[config.mk]
export PLATFORM = sky130hd
export DESIGN_NAME = object_box_collision_scan_core
export DESIGN_NICKNAME = d
export VERILOG_FILES = /design/src/rtl/core/obcs_pkg.sv /design/src/rtl/core/obcs_cell.sv /design/src/rtl/core/object_box_collision_scan_core.sv
export SDC_FILE = /design/constraint.sdc
export NUM_CORES = 2
export LEC_CHECK = 0
export ABC_CLOCK_PERIOD_IN_PS = 9000
export BUFFER_PORTS_ARGS = -buffer_cell sky130_fd_sc_hd__buf_2
export CORE_ASPECT_RATIO = 1.2
export CORE_MARGIN = 2
export CORE_UTILIZATION = 55
export DETAILED_ROUTE_END_ITERATION = 12
export HOLD_SLACK_MARGIN = 0.05
export PLACE_DENSITY = 0.71
export SLEW_MARGIN = 20
export SYNTH_ARGS = -nofsm -noshare
export SYNTH_HDL_FRONTEND = slang
export SYNTH_SLANG_ARGS = --single-unit
export TNS_END_PERCENT = 10
[constraint.sdc]
create_clock -name i_clk -period 9 [get_ports i_clk]
set_input_delay 1.35 -clock i_clk [delete_from_list [all_inputs] [get_ports i_clk]]
set_output_delay 1.35 -clock i_clk [all_outputs]
set_load 0.02 [all_outputs]
[src/rtl/core/obcs_pkg.sv]
package obcs_pkg;

    // table size and index width
    localparam int NUM_SLOTS = 16;
    localparam int IDX_W     = (NUM_SLOTS > 1) ? $clog2(NUM_SLOTS) : 1;

    // field widths
    localparam int SLOT_W = 4;
    localparam int POS_W  = 16;
    localparam int EXT_W  = 8;
    localparam int DIR_W  = 2;

    // request kinds carried on tuser
    localparam logic CMD_WRITE = 1'b0;
    localparam logic CMD_QUERY = 1'b1;

    // sign codes, two's complement
    localparam logic [DIR_W-1:0] DIR_ZERO = 2'b00;
    localparam logic [DIR_W-1:0] DIR_POS  = 2'b01;
    localparam logic [DIR_W-1:0] DIR_NEG  = 2'b11;

    // broad test window on the whole-byte difference
    localparam logic [EXT_W-1:0] NEAR_HI = 8'd2;
    localparam logic [EXT_W-1:0] NEAR_LO = 8'd254;

    typedef struct packed {
        logic [SLOT_W-1:0] slot;
        logic [POS_W-1:0]  x;
        logic [POS_W-1:0]  y;
        logic [EXT_W-1:0]  w;
        logic [EXT_W-1:0]  h;
        logic              active;
    } t_req;

    typedef struct packed {
        logic wr;     // load this request into the addressed slot
        logic query;  // capture match results for this request
    } t_cell_ctl;

    typedef struct packed {
        logic              found;
        logic [SLOT_W-1:0] slot;
        logic [DIR_W-1:0]  dir_x;
        logic [DIR_W-1:0]  dir_y;
    } t_pick;

    function automatic logic [DIR_W-1:0] sign_code(input logic [POS_W-1:0] a,
                                                   input logic [POS_W-1:0] b);
        logic [DIR_W-1:0] r;
        if (a > b) begin
            r = DIR_POS;
        end else if (a < b) begin
            r = DIR_NEG;
        end else begin
            r = DIR_ZERO;
        end
        return r;
    endfunction

endpackage

[src/rtl/core/obcs_cell.sv]
module obcs_cell (
    input  logic                     i_clk,
    input  logic                     i_rst_n,
    input  logic [obcs_pkg::IDX_W-1:0] i_cell_idx,
    input  obcs_pkg::t_cell_ctl      i_ctl,
    input  obcs_pkg::t_req           i_req,
    input  obcs_pkg::t_pick          i_pick,
    output obcs_pkg::t_pick          o_pick
);

    logic [obcs_pkg::POS_W-1:0] r_x;
    logic [obcs_pkg::POS_W-1:0] r_y;
    logic [obcs_pkg::EXT_W-1:0] r_w;
    logic [obcs_pkg::EXT_W-1:0] r_h;
    logic                       r_active;
    logic                       r_hit;
    logic [obcs_pkg::DIR_W-1:0] r_dx;
    logic [obcs_pkg::DIR_W-1:0] r_dy;

    logic                       self_sel;
    logic [obcs_pkg::EXT_W-1:0] dwx;
    logic [obcs_pkg::EXT_W-1:0] dwy;
    logic                       near_x;
    logic                       near_y;
    logic [obcs_pkg::POS_W:0]   q_end_x;
    logic [obcs_pkg::POS_W:0]   q_end_y;
    logic [obcs_pkg::POS_W:0]   e_end_x;
    logic [obcs_pkg::POS_W:0]   e_end_y;
    logic                       ovl_x;
    logic                       ovl_y;
    logic                       n_hit;

    // slot number compare done wide enough for either width
    assign self_sel = (7'(i_req.slot) == 7'(i_cell_idx));

    assign dwx    = i_req.x[15:8] - r_x[15:8];
    assign dwy    = i_req.y[15:8] - r_y[15:8];
    assign near_x = (dwx <= obcs_pkg::NEAR_HI) || (dwx >= obcs_pkg::NEAR_LO);
    assign near_y = (dwy <= obcs_pkg::NEAR_HI) || (dwy >= obcs_pkg::NEAR_LO);

    // edges at 17 bits, strict overlap
    assign q_end_x = {1'b0, i_req.x} + 17'(i_req.w);
    assign q_end_y = {1'b0, i_req.y} + 17'(i_req.h);
    assign e_end_x = {1'b0, r_x} + 17'(r_w);
    assign e_end_y = {1'b0, r_y} + 17'(r_h);
    assign ovl_x   = (e_end_x > {1'b0, i_req.x}) && (q_end_x > {1'b0, r_x});
    assign ovl_y   = (e_end_y > {1'b0, i_req.y}) && (q_end_y > {1'b0, r_y});

    assign n_hit = r_active && !self_sel && near_x && near_y && ovl_x && ovl_y;

    always_ff @(posedge i_clk) begin
        if (!i_rst_n) begin
            r_active <= 1'b0;
            r_hit    <= 1'b0;
        end else begin
            if (i_ctl.wr && self_sel) begin
                r_active <= i_req.active;
            end
            if (i_ctl.query) begin
                r_hit <= n_hit;
            end
        end
    end

    always_ff @(posedge i_clk) begin
        if (i_ctl.wr && self_sel) begin
            r_x <= i_req.x;
            r_y <= i_req.y;
            r_w <= i_req.w;
            r_h <= i_req.h;
        end
        if (i_ctl.query) begin
            r_dx <= obcs_pkg::sign_code(i_req.x, r_x);
            r_dy <= obcs_pkg::sign_code(i_req.y, r_y);
        end
    end

    // lower cells win: pass an upstream find through untouched
    always_comb begin
        if (i_pick.found) begin
            o_pick = i_pick;
        end else if (r_hit) begin
            o_pick.found = 1'b1;
            o_pick.slot  = obcs_pkg::SLOT_W'(i_cell_idx);
            o_pick.dir_x = r_dx;
            o_pick.dir_y = r_dy;
        end else begin
            o_pick = i_pick;
        end
    end

endmodule

[src/rtl/core/object_box_collision_scan_core.sv]
// Object box collision scan.
// Slave channel s_axis_*: one request per handshake. tuser is the kind:
// write loads one slot entry (no result); query checks a box against all
// other active slots. Master channel m_axis_*: one result per query.
// Each slot lives in its own cell; a query is compared in every cell at
// once on the accepting edge, the per-cell hits are held, and in the next
// cycle a priority pick ripples through the row of cells from slot 0 up,
// so the lowest matching slot wins.
// m_axis_tvalid rises once the pick has moved into the output register. No new
// request is taken while a query sits in the cells, until its pick moves out;
// writes are taken every cycle when no query is in the cells.
// s_axis_tready drops while a query sits in the cells, and stays
// low while a finished result cannot move into the output register because
// the receiver holds m_axis_tready low; one result can wait in the output
// register while the next request is accepted.
// Reset (i_rst_n, synchronous, active low) clears all active bits, the
// output valid and the pending query; entry payloads are left as they are.
module object_box_collision_scan_core (
    input  logic        i_clk,
    input  logic        i_rst_n,
    input  logic        s_axis_tvalid,
    output logic        s_axis_tready,
    // [3:0] slot_index, [19:4] pos_x, [35:20] pos_y, [43:36] box_width,
    // [51:44] box_height, [52] active_flag, [55:53] zero
    input  logic [55:0] s_axis_tdata,
    // [0] command
    input  logic        s_axis_tuser,
    output logic        m_axis_tvalid,
    input  logic        m_axis_tready,
    // [0] collided, [4:1] hit_slot, [6:5] push_dir_x, [8:7] push_dir_y,
    // [15:9] zero
    output logic [15:0] m_axis_tdata
);

    obcs_pkg::t_req      req;
    obcs_pkg::t_cell_ctl ctl;
    obcs_pkg::t_pick     chain [obcs_pkg::NUM_SLOTS+1];

    logic       s_fire;
    logic       r_busy;     // query results held in the cells
    logic       r_out_valid;
    logic [8:0] r_out_data;
    logic       move_out;

    assign req.slot   = s_axis_tdata[3:0];
    assign req.x      = s_axis_tdata[19:4];
    assign req.y      = s_axis_tdata[35:20];
    assign req.w      = s_axis_tdata[43:36];
    assign req.h      = s_axis_tdata[51:44];
    assign req.active = s_axis_tdata[52];

    assign s_axis_tready = !r_busy;
    assign s_fire        = s_axis_tvalid && s_axis_tready;
    assign ctl.wr        = s_fire && (s_axis_tuser == obcs_pkg::CMD_WRITE);
    assign ctl.query     = s_fire && (s_axis_tuser == obcs_pkg::CMD_QUERY);

    // head of the chain: nothing found yet
    assign chain[0] = '0;

    for (genvar g = 0; g < obcs_pkg::NUM_SLOTS; g++) begin : g_cell
        obcs_cell u_cell (
            .i_clk      (i_clk),
            .i_rst_n    (i_rst_n),
            .i_cell_idx (obcs_pkg::IDX_W'(g)),
            .i_ctl      (ctl),
            .i_req      (req),
            .i_pick     (chain[g]),
            .o_pick     (chain[g+1])
        );
    end

    // pick moves out once the output register is free or being drained
    assign move_out = r_busy && (!r_out_valid || m_axis_tready);

    always_ff @(posedge i_clk) begin
        if (!i_rst_n) begin
            r_busy      <= 1'b0;
            r_out_valid <= 1'b0;
        end else begin
            if (ctl.query) begin
                r_busy <= 1'b1;
            end else if (move_out) begin
                r_busy <= 1'b0;
            end
            if (move_out) begin
                r_out_valid <= 1'b1;
            end else if (m_axis_tready) begin
                r_out_valid <= 1'b0;
            end
        end
    end

    always_ff @(posedge i_clk) begin
        if (move_out) begin
            r_out_data <= {chain[obcs_pkg::NUM_SLOTS].dir_y,
                           chain[obcs_pkg::NUM_SLOTS].dir_x,
                           chain[obcs_pkg::NUM_SLOTS].slot,
                           chain[obcs_pkg::NUM_SLOTS].found};
        end
    end

    assign m_axis_tvalid = r_out_valid;
    assign m_axis_tdata  = {7'd0, r_out_data};

endmodule
**Word level (Yosys, flattened, before mapping)**

Cells that the tools add are included.

- Register bits after elaboration: 875
- Input bits: 61
- Output and inout port bits: 18
- Logic and storage cells: 659

- Add/sub/neg operators: 66
- Order comparisons: 192
- Equal/unequal tests: 15
- Multiplexer cells: 67
- Bitwise operators: 1
- Reductions and logical operators: 186

Operator list:

| kind | count |
|---|---|
| greater-than comparator 17 x 16 -> 1 bit | 64 |
| adder 16 x 8 -> 17 bit | 34 |
| greater-than comparator 16 bit | 32 |
| less-than comparator 16 bit | 32 |
| 2-to-1 mux 9 bit | 30 |
| >= comparator 8 bit (second input constant) | 32 |
| <= comparator 8 x 2 -> 1 bit (second input constant) | 32 |
| subtractor 8 bit | 32 |
| logical AND 1 bit | 132 |
| 2-to-1 mux 2 bit | 32 |
| logical OR 1 bit | 33 |
| equality test 4 bit (second input constant) | 8 |
| zero test 1 bit | 18 |
| equality test 4 x 3 -> 1 bit (second input constant) | 4 |
| equality test 4 x 2 -> 1 bit (second input constant) | 2 |
| 2-to-1 mux 8 bit | 1 |
| equality test 4 x 1 -> 1 bit (second input constant) | 1 |
| zero test 4 bit | 1 |
| 2-to-1 mux 1 bit | 4 |
| nonzero test 2 bit | 2 |
| inverter 1 bit | 1 |

**Depth between registers and ports, before layout**

- Depth after elaboration: 31
- Mapped depth: 18
- Depth with buffers taken out: 18

**By module**

From an unflattened synthesis, not the netlist that was laid out.

- Cell total of the unflattened synthesis: 11,298
- Area, all modules: 103,346.6 um^2

By module, submodules not included:

| module | times used | cells an instance | area each (um^2) | sequential area each (um^2) |
|---|---|---|---|---|
| obcs_cell (g_cell[14].u_cell ...) | 7 | 705 | 6,459.9 | 1,601.5 |
| obcs_cell (g_cell[10].u_cell ...) | 7 | 704 | 6,413.7 | 1,601.5 |
| obcs_cell (g_cell[0].u_cell) | 1 | 712 | 6,446.2 | 1,601.5 |
| obcs_cell (g_cell[9].u_cell) | 1 | 694 | 6,348.6 | 1,601.5 |
| object_box_collision_scan_core | 1 | 29 | 436.7 | 310.3 |

**Worst setup path after synthesis**

OpenSTA, ideal clock, no wires.

- Path kind: in2reg
- Start point: input s_axis_tdata[5]
- End point: register g_cell[0].u_cell.r_hit
- Library setup time: 0.121 ns
- Data arrival time: 5.266 ns
- Required time: 8.879 ns
- Setup slack: 3.613 ns
- Cell stages on the path: 18
- Cell sequence: ha_1 a21o_1 a21oi_1 o21bai_1 a21oi_1 o21bai_1 a31oi_1 nor2_1 xnor2_1 ha_1 nand4_1 or2_2 or4_1 and3_1 a221oi_1 a211oi_1 nand4_1 o21ai_0

- Longest elaborated chain between the ends: 5
- Elaborated cells on any way between the ends: 6
- Classes of those cells: 1 x add/sub; 2 x order compare; 3 x reduce/logical

RTL lines:

| item | RTL line | source |
|---|---|---|
| start, declared | object_box_collision_scan_core.sv:25 | `input logic [55:0] s_axis_tdata,` |
| adder 16 x 8 -> 17 bit | obcs_cell.sv:42 | `assign q_end_x = {1'b0, i_req.x} + 17'(i_req.w);` |
| greater-than comparator 17 x 16 -> 1 bit | obcs_cell.sv:46 | `assign ovl_x = (e_end_x > {1'b0, i_req.x}) && (q_end_x > {1'b0, r_x});` |
| logical AND 1 bit * | obcs_cell.sv:46 |  |
| logical AND 1 bit * (2 in series) | obcs_cell.sv:49 | `assign n_hit = r_active && !self_sel && near_x && near_y && ovl_x && ovl_y;` |
| end signal, assigned | obcs_cell.sv:60 | `r_hit <= n_hit;` |
| end, declared | obcs_cell.sv:16 | `logic r_hit;` |

Every way passes the cells marked *; elsewhere a longest branch is shown, timed or not.
A chain may end at the register's enable or synchronous reset.

**Worst setup path in the final report**

- Start point: input s_axis_tdata[45]
- End point: register g_cell[9].u_cell.r_hit

- Longest elaborated chain between the ends: 4

RTL lines:

| item | RTL line | source |
|---|---|---|
| adder 16 x 8 -> 17 bit | obcs_cell.sv:43 | `assign q_end_y = {1'b0, i_req.y} + 17'(i_req.h);` |
| greater-than comparator 17 x 16 -> 1 bit | obcs_cell.sv:47 | `assign ovl_y = (e_end_y > {1'b0, i_req.y}) && (q_end_y > {1'b0, r_y});` |
| logical AND 1 bit | obcs_cell.sv:47 |  |
| logical AND 1 bit | obcs_cell.sv:49 |  |
| end signal, assigned | obcs_cell.sv:60 |  |
| end, declared | obcs_cell.sv:16 |  |

Every way passes these cells.

==> impl_results.md <==
* Top FF cell, synth: sky130_fd_sc_hd__edfxtp_1
* Worst VDD drop at ~0.17 mV
* Area of the placeable core at 0.1540 mm2
* Maximum level of the CTS H-tree at 3
* Unique masters post-synth at between 80 and 90
* Post-Synthesis Mean Instance Area at 9.765 um2
* Routability cong. at 0.9712
* Shortest period the worst path allows at 6.335 ns
* Slew at the pin closest to its max-slew limit at 1.140 ns
* Clock input transition at the sequential cells of the worst setup and hold paths at 0.06 ns
* CTS tree: done
* Via count normalized by instance count at 6.573
* Final hold violations at 0
* Number of maximum-capacitance constraint violations at 0
* Buffers inserted during post-CTS setup optimization at 0
* Chip Height at about 430 um
* Drt wl/cell at 26.80 um
* TritonRoute pass-1 iters at 8
* Post-placement cell area at a little under 0.09 mm2
* Top Usage Layer GRT: met2
* Total of flip-flops plus latches after synthesis at about 880
* Count of cells resized by post-cts repair at 0
* Static leakage at 39.98 nW
* Number of flops mapped to enable cells by yosys at 841
* DRT iter0 DRCs at 7096
* Worst setup path startpoint: s_axis_tdata[45]
* Number of warnings printed during yosys synthesis at 0
* Met1 track demand over resource at 44.50%
* Final cell area excluding filler cells at 0.09264 mm2
* Pin count of the biggest net entering global routing at 50
* Data arrival at the endpoint of the critical path at 7.01 ns
* Startpoint type of the worst setup path: input port
* Share of the yosys chip area belonging to registers at 30.50%
* Die Width at 362.9 um
* Count of fill cells added during filler insertion at 12950
* Number of buffers added by the clock tree synthesis step at between 100 and 150
* Area of the mapped netlist at 0.08504 mm2
* Count of boundary I/O pins at 79
* Initial Utilization at 55.22%
* Number of port buffers at 68
* Final Power at 0.01147 W
* Maximum fanout encountered on the critical timing path at 18
* Number of max-slew violations in the final report at 0
* Endpoint of the worst-slack reg-to-reg timing path: g_cell[3].u_cell.r_hit
* Hold_buf cts at 0
* Worst min-delay path category: reg -> reg
* Met2 track demand over resource at 58.46%
* Clock network latency to the later pin of the worst-skew pair at 0.75 ns
* Unrepaired setup endpoints after global routing: false
* CTS Sinks at about 900
* Number of antenna-violating nets in the routed design at 0
* CP required at 9.68 ns
* Setup skew after layout at 0.02417 ns
* Setup slack of the most critical reg-to-reg path at 4.08 ns
* Worst max-slew margin expressed relative to the limit at 23.17%
* Setup-violating endpoint count in the final report at 0
* Number of buffers on the longest clock path at 3
* Post-Route Setup TNS at 0 ns
* Count of standard-cell rows at about 160
* Initial antenna violation count at 20
* Period utilisation layout at 70.39%
* Global-route wire length before repair at between 400000 and 500000 um
* Count of mapped cells out of synthesis at 8708
* Number of global-route vias before repair at 70330
* CP Capture Point: g_cell[9].u_cell.r_hit
* DR DRC count at 0
* Detailed-route via count at 72800
* Area added between synthesis and finish at 8.944%
* Net count of the finished layout at roughly 11000
* Crit path capture type: flop
* HPWL Detailed at between 200000 and 250000 um
* Worst setup path class: in -> reg
* Power density over the cells at about 120 mW/mm2
* Clk Tree Root Cell: sky130_fd_sc_hd__clkbuf_16
* Maximum clock frequency at between 150 and 200 MHz
* Result of the run: complete, no violations
* Floorplan die area at roughly 0.16 mm2
* Worst Reg-to-Reg Cells at 17
* Total global routing track utilization at a little under two fifths
* Routed wire length at just under 300000 um
* Post-synth ARST share at 0%
* Launch point of the worst reg-to-reg path: g_cell[3].u_cell.r_x[0]
* Share of final-layout standard cells stronger than drive strength 1 at under 10%
* Total congestion overflow at 0
* Met3 global-route usage at 6.303%
==> stage by stage <==
step                setup slack [ns]  utilization [%]  hold slack (ns)  std cells
floorplan                      3.613                -           0.4402       8714
CTS                            2.882            60.14           0.4797      11060
finish                         2.665            60.16           0.4810      11080
detailed placement             2.101            57.92           0.4710      10870
global placement               2.174            57.92           0.4613      10870
global route                   2.577            60.14           0.5105      11060
==> final cells by class <==
type	instances	area (um2)	share of cell area [%]
clock buffer	121	2685	2.898
antenna	12	30.03	0.03241
clock inverter	68	733.2	0.7914
multi-input combinational	7074	56570	61.06
timing repair buffer	228	1572	1.696
tap	2000	2502	2.701
sequential	875	25930	27.99
inverter	697	2616	2.824
==> flip-flops by register name, indices dropped and copies added, names as in the netlist <==
signal and flops:
g_cell.u_cell.r_y 256, g_cell.u_cell.r_dy 32, g_cell.u_cell.r_w 128, g_cell.u_cell.r_dx 32, g_cell.u_cell.r_h 128, g_cell.u_cell.r_hit 16
r_out_data 9, g_cell.u_cell.r_active 16, g_cell.u_cell.r_x 256, r_busy 1, m_axis_tvalid 1
==> power breakdown <==
group	switching (W)	total [W]	internal, W
Sequential	0.0000213	0.00452	0.00450
Clock	0.00187	0.00438	0.00250
Combinational	0.00169	0.00257	0.000889
==> cell usage after synthesis (all sizes together) (26+ instances only) <==
cell type,instances,share of area (%)
or2,40,0.29
mux2i,30,0.35
nand4,292,2.1
o211ai,76,0.67
or3,26,0.19
dfxtp,34,0.80
a21o,307,2.7
inv,697,3.1
o2111ai,65,0.67
fa,66,1.6
a211oi,96,0.85
nor2,518,2.3
nor4,80,0.61
nor3,191,1.1
o21a,205,1.8
o21ai,388,2.3
o21bai,66,0.58
clkbuf,61,0.27
nor2b,212,1.6
edfxtp,841,30
a21oi,664,3.9
ha,1840,27
a31oi,88,0.65
nand2b,102,0.75
and3,40,0.30
nand3,266,1.6
xnor2,479,4.9
xor2,140,1.4
nand2,381,1.7
o31ai,27,0.24
a2111oi,33,0.34
==> critical path, stage by stage <==
cell	delay [ns]
sky130_fd_sc_hd__buf_2	0.58
sky130_fd_sc_hd__ha_1	0.36
sky130_fd_sc_hd__a21o_1	0.16
sky130_fd_sc_hd__a21oi_1	0.29
sky130_fd_sc_hd__o21bai_1	0.10
sky130_fd_sc_hd__a21oi_1	0.30
sky130_fd_sc_hd__o21bai_1	0.14
sky130_fd_sc_hd__a31oi_1	0.36
sky130_fd_sc_hd__nor2b_1	0.14
sky130_fd_sc_hd__xnor2_2	0.56
sky130_fd_sc_hd__buf_4	0.50
sky130_fd_sc_hd__ha_1	0.22
sky130_fd_sc_hd__nand4_1	0.14
sky130_fd_sc_hd__or2_2	0.33
sky130_fd_sc_hd__a21o_1	0.16
sky130_fd_sc_hd__o2111ai_1	0.07
sky130_fd_sc_hd__a21oi_1	0.20
sky130_fd_sc_hd__or4_1	0.49
sky130_fd_sc_hd__a2111oi_1	0.38
sky130_fd_sc_hd__a22o_1	0.17
==> logic make-up after synthesis <==
group / Yosys count / share of synthesized area [%]
other cells: 1 / 0.004410
buf+inv: 765 / 3.411
simple gates: 2261 / 13.58
compound gates: 2244 / 17.06
mux: 37 / 0.4458
flops: 875 / 30.50
fa+ha+maj: 1906 / 28.63
xor+xnor: 619 / 6.375
==> cells in the final DEF, fill, tap and decap left out, types with 26 or more instances in the layout <==
cell type	n
sky130_fd_sc_hd__o21ai_0	386
sky130_fd_sc_hd__nand4_1	292
sky130_fd_sc_hd__nor3_1	188
sky130_fd_sc_hd__o211ai_1	76
sky130_fd_sc_hd__ha_1	1840
sky130_fd_sc_hd__a2111oi_0	32
sky130_fd_sc_hd__nand2_1	380
sky130_fd_sc_hd__nor2_1	500
sky130_fd_sc_hd__or3_1	26
sky130_fd_sc_hd__nand3_1	266
sky130_fd_sc_hd__buf_2	66
sky130_fd_sc_hd__fa_1	66
sky130_fd_sc_hd__buf_4	160
sky130_fd_sc_hd__mux2i_1	30
sky130_fd_sc_hd__a21oi_1	663
sky130_fd_sc_hd__inv_1	695
sky130_fd_sc_hd__o2111ai_1	65
sky130_fd_sc_hd__clkbuf_16	103
sky130_fd_sc_hd__o21bai_1	66
sky130_fd_sc_hd__xor2_1	138
sky130_fd_sc_hd__o21a_1	205
sky130_fd_sc_hd__a31oi_1	88
sky130_fd_sc_hd__a21o_1	307
sky130_fd_sc_hd__dfxtp_1	34
sky130_fd_sc_hd__or2_2	40
sky130_fd_sc_hd__nand2b_1	102
sky130_fd_sc_hd__xnor2_1	454
sky130_fd_sc_hd__nor4_1	79
sky130_fd_sc_hd__edfxtp_1	841
sky130_fd_sc_hd__and3_1	39
sky130_fd_sc_hd__nor2b_1	211
sky130_fd_sc_hd__o31ai_1	27
sky130_fd_sc_hd__a211oi_1	96
==> layer usage <==
layer / part of all wire (%) / routed length [um]
met1: 38 / 112700
met2: 44 / 131200
met3: 8.7 / 25940
met4: 9.1 / 26910
met5: 0.047 / 141
==> worst min-delay path by stage <==
stage	to	slack, ns	depth (start not counted)	start
final	g_cell[1].u_cell.r_active	0.48	2	g_cell[1].u_cell.r_active
after floorplan	g_cell[11].u_cell.r_hit	0.44	2	g_cell[11].u_cell.r_hit
after global routing	g_cell[2].u_cell.r_active	0.51	2	g_cell[2].u_cell.r_active
after global placement	g_cell[1].u_cell.r_active	0.46	2	g_cell[1].u_cell.r_active
after detailed placement	g_cell[1].u_cell.r_active	0.47	2	g_cell[1].u_cell.r_active
after CTS	g_cell[1].u_cell.r_active	0.48	2	g_cell[1].u_cell.r_active
Note: power is estimated with default switching activity, not from simulation.
